`config.mk`:
```
export PLATFORM = sky130hd
export DESIGN_NAME = cfds_queue
export DESIGN_NICKNAME = d
export VERILOG_FILES = /design/src/rtl/cfds_pkg.sv /design/src/rtl/cfds_queue.sv
export SDC_FILE = /design/constraint.sdc
export NUM_CORES = 1
export LEC_CHECK = 0
export BUFFER_PORTS_ARGS = -buffer_cell sky130_fd_sc_hd__buf_2
export CORE_ASPECT_RATIO = 1.2
export CORE_MARGIN = 1
export CORE_UTILIZATION = 45
export CTS_CLUSTER_SIZE = 40
export DETAILED_ROUTE_END_ITERATION = 6
export GPL_TIMING_DRIVEN = 0
export PLACE_DENSITY_LB_ADDON = 0.12
export SYNTH_ARGS = -nofsm -noshare
export SYNTH_HDL_FRONTEND = slang
export SYNTH_SLANG_ARGS = --single-unit
```
`constraint.sdc`:
```
create_clock -name clk -period 5.26 [get_ports clk]
set_input_delay 1.052 -clock clk [delete_from_list [all_inputs] [get_ports clk]]
set_output_delay 1.052 -clock clk [all_outputs]
set_load 0.01 [all_outputs]
```
`src/rtl/cfds_pkg.sv`:
```
// Package for the crowd-flow direction score block: widths, constants, tables.
// No dependencies.
`default_nettype none
package cfds_pkg;
  localparam int CELLS = 4096;
  localparam int CIDX_W = 12;
  localparam int ADDR_W = 15;
  localparam int DIAG = 46341;
  localparam int PI_Q16 = 205887;
  localparam int TWO_PI_Q16 = 411775;
  localparam int QPI_Q16 = 51472;
  localparam int HPI_Q16 = 102944;
  localparam int TQPI_Q16 = 154416;
  localparam int STEPS = 17;
  localparam logic CFG_CELL_SIZE = 1'b0;
  localparam logic FUNC_WRITE = 1'b0;

  typedef struct packed {
    logic        func;
    logic [2:0]  direction;
    logic [11:0] cell_index;
    logic [15:0] weight;
    logic [15:0] pos_x;
    logic [15:0] pos_y;
    logic [15:0] heading;
  } item_t;

  function automatic logic [16:0] atan_q16(input logic [4:0] i);
    case (i)
      5'd0: atan_q16 = 17'd51472;
      5'd1: atan_q16 = 17'd30386;
      5'd2: atan_q16 = 17'd16055;
      5'd3: atan_q16 = 17'd8150;
      5'd4: atan_q16 = 17'd4091;
      5'd5: atan_q16 = 17'd2047;
      5'd6: atan_q16 = 17'd1024;
      5'd7: atan_q16 = 17'd512;
      5'd8: atan_q16 = 17'd256;
      5'd9: atan_q16 = 17'd128;
      5'd10: atan_q16 = 17'd64;
      5'd11: atan_q16 = 17'd32;
      5'd12: atan_q16 = 17'd16;
      5'd13: atan_q16 = 17'd8;
      5'd14: atan_q16 = 17'd4;
      5'd15: atan_q16 = 17'd2;
      5'd16: atan_q16 = 17'd1;
      default: atan_q16 = 17'd0;
    endcase
  endfunction
endpackage
`default_nettype wire

```
`src/rtl/cfds_queue.sv`:
```
// Two-entry transaction queue between front and back parts.
// Depends on cfds_pkg.
`default_nettype none
module cfds_queue (
  input  wire logic          clk,
  input  wire logic          rst,
  input  wire logic          push,
  input  wire cfds_pkg::item_t push_item,
  output logic               full,
  output logic               not_empty,
  input  wire logic          pop,
  output cfds_pkg::item_t    head
);
  import cfds_pkg::*;
  item_t mem [2];
  logic wp, rp;
  logic [1:0] count;

  assign full = (count == 2'd2);
  assign not_empty = (count != 2'd0);
  assign head = mem[rp];

  always_ff @(posedge clk) begin
    if (push) mem[wp] <= push_item;
    if (rst) begin
      wp <= 1'b0;
      rp <= 1'b0;
      count <= 2'd0;
    end else begin
      if (push) wp <= ~wp;
      if (pop) rp <= ~rp;
      count <= count + {1'b0, push} - {1'b0, pop};
    end
  end
endmodule
`default_nettype wire

```
==> flow_summary_export.csv <==
group,metric,value,unit
die,dieArea,14700,µm²
cts,cts_sinks,165,
timing,relSlewSlack,49.2,%
worst_setup_path,r2r_cells,2,
synthesis,synth_nets,356,
global_routing,grt_max_degree,55,
synthesis,synthTopCellsByCount,"160 x edfxtp_1, 80 x mux2_4, 8 x buf_12",
die,core-area,13800,µm²
job,drv_cap,0,
die,initial_core_util,46.3,%
global_routing,antenna_found_initial,2,
cts,root_buffer,"clkbuf_16",
route,dr.pass1.iters,4,
place,port_buffers,165,
synthesis,synth_top_area_share,75.1,%
synthesis,ys_seq_area_share,76.7,%
cts,cts_tree,"built",
cts,path_clk_slew,0.06,ns
synthesis,async_flop_share,0,%
global_routing,grtUsageTotal,15.4,%
place,post-dp-hpwl,7050,µm
cts,clockBufferDepth,2,
layout,final_nets,543,
die,die_y,133,µm
synthesis,ys.flop_type,"edfxtp_1",
worst_setup_path,required,4.21,ns
worst_setup_path,endpoint_kind,"output pin",
timing,report.final.slew_viol_count,0,
synthesis,synth_top_cell_by_area,"edfxtp_1",
cts,cts_inserted_buffers,17,
synthesis,synth-edff-count,160,
worst_setup_path,rrSetupSlack,3.67,ns
cts,cts_resized,0,
worst_setup_path,startpoint_type,"flip-flop",
timing,layout_min_cycle_time,2.63,ns
timing,fin_worst_skew,0.00467,ns
route,wirelength,10600,µm
synthesis,ys_warn_count,0,
place,dp_slack,2.74,ns
synthesis,syn_area,6400,µm²
layout,fillers,1055,
synthesis,synth_most_common_cell,"edfxtp_1",
synthesis,synth_cells,270,
cts,htreeDepth,4,
synthesis,ys_ff_latch,165,
synthesis,ys_top_cells_by_area,"edfxtp_1 75%, mux2_4 19%, buf_12 2.5%",
layout,final_util,58.6,%
timing,setup_viol,0,
global_routing,grt_first_pass_wirelength,16600,µm
route,num_vias,3095,
worst_setup_path,worstPathMaxFanout,10,
synthesis,avgSynthCellArea,23.7,µm²
timing,max_freq,0.380,GHz
layout,drive_gt1_share,60.6,%
timing,rsz0062_at_grt,"no",
global_routing,grt_pass1_vias,3279,
worst_setup_path,r2r_start,"wp$_SDFFE_PP0P_",
min_path,hold_depth,2,
timing,tns,0,ns
timing,hold_viol,0,
pwr,peakVddDrop,218,µV
worst_setup_path,arrival,1.58,ns
min_path,hold_class,"flip-flop to flip-flop",
cts,clkLatencyLatePin,0.41,ns
place,gp_congestion,0.664,
cts,ctsHoldBuffers,0,
synthesis,synth.distinct_cells,13,
route,wl_per_cell,16.5,µm
die,die_width,111,µm
route,drt_iter0_drc,90,
run_status,status,"complete, no violations",
route,route.detailed.drc,0,
timing,whs,0.522,ns
pwr,p_leak,3.24,nW
route,ant_nets,0,
min_path,worstHoldStart,"rp$_SDFFE_PP0P_",
worst_setup_path,critPathKind,"flip-flop to output pin",
global_routing,grt_overflow_total,0,
cts,post-cts-setup-buffers,0,
timing,worst_pin_slew,0.761,ns
route,vias_per_cell,4.81,
timing,timing.final.crit_share,50.1,%
layout,syn_to_final_growth,26.5,%
timing,setup_slack,2.63,ns
die,num_rows,47,
pwr,p_per_area,391,nW/µm²
die,ios,166,
through the flow:
stage	area (µm²)	total power [mW]	std cells
finish	8090	3.16	643
global route	8090	3.28	642
CTS	8090	3.20	641
detailed placement	7510	2.00	609
global placement	7440	1.99	606
floorplan	6400	1.85	270
cell families (layout without fill, tap and decap cells):
kind of cell,after synthesis,in the layout,synth area share [%]
adders and majority gates,2,2,0.391
DFF,165,165,76.7
and+or+nand+nor,9,9,0.724
buffers and inverters,11,211,2.80
muxes,80,80,18.8
other,0,2,0
xor gates and xnor gates,3,3,0.626
per-layer routing:
layer,track usage (%),wire [µm],vias to the layer above
met5,0,0,-
met4,8.96,304,0
met3,5.41,698,21
met2,25.7,5430,108
met1,16.9,4160,1515
li1,-,-,1451
power by group:
| group | total (mW) | internal (mW) | switching [mW] | leakage (nW) |
|---|---|---|---|---|
| Combinational | 0.404 | 0.221 | 0.183 | 1.42 |
| Sequential | 1.56 | 1.53 | 0.0211 | 1.54 |
| Clock | 1.20 | 0.740 | 0.461 | 0.278 |
| Total | 3.16 | 2.50 | 0.664 | 3.24 |
layout by cell type, fill, tap and decap left out, types with 2 or more instances in the layout:
cell type	synthesis	routed
nor2_1	4	4
edfxtp_1	160	160
diode_2	0	2
bufinv_16	0	3
dfxtp_1	5	5
xnor2_1	2	2
clkinv_1	0	3
mux2_4	80	80
clkbuf_16	0	17
inv_1	2	2
ha_1	2	2
buf_12	8	10
clkbuf_1	0	4
clkinv_2	0	3
buf_2	0	165
nor2b_1	3	2
sequential cells by signal, summed over array words and instances (netlist names), named ones only:
name / count
mem: 160
count: 2
wp: 1
rp: 1
path summary, 6_finish.rpt:
check                         endpoint
setup reg to reg  mem[0][41]$_DFFE_PP_
hold reg to reg        rp$_SDFFE_PP0P_
hold / removal         rp$_SDFFE_PP0P_
setup / recovery              head[21]
worst max-delay path, stage by stage, from the launching register on:
cell and delay, ns:
dfxtp_1 0.32, buf_6 0.22, buf_12 0.18, mux2_4 0.30, buf_2 0.14
final cells by class:
type | count | area, µm² | area share, %
sequential | 165 | 4900 | 60.6
antenna | 2 | 5.00 | 0.0619
buffer | 9 | 171 | 2.12
clock buffer | 21 | 440 | 5.44
tap | 171 | 214 | 2.64
inverter | 2 | 7.51 | 0.0928
clock inverter | 11 | 133 | 1.64
multi-input combinational | 94 | 1320 | 16.3
timing repair buffer | 168 | 893 | 11.0
Note: power is estimated with default switching activity, not from simulation.
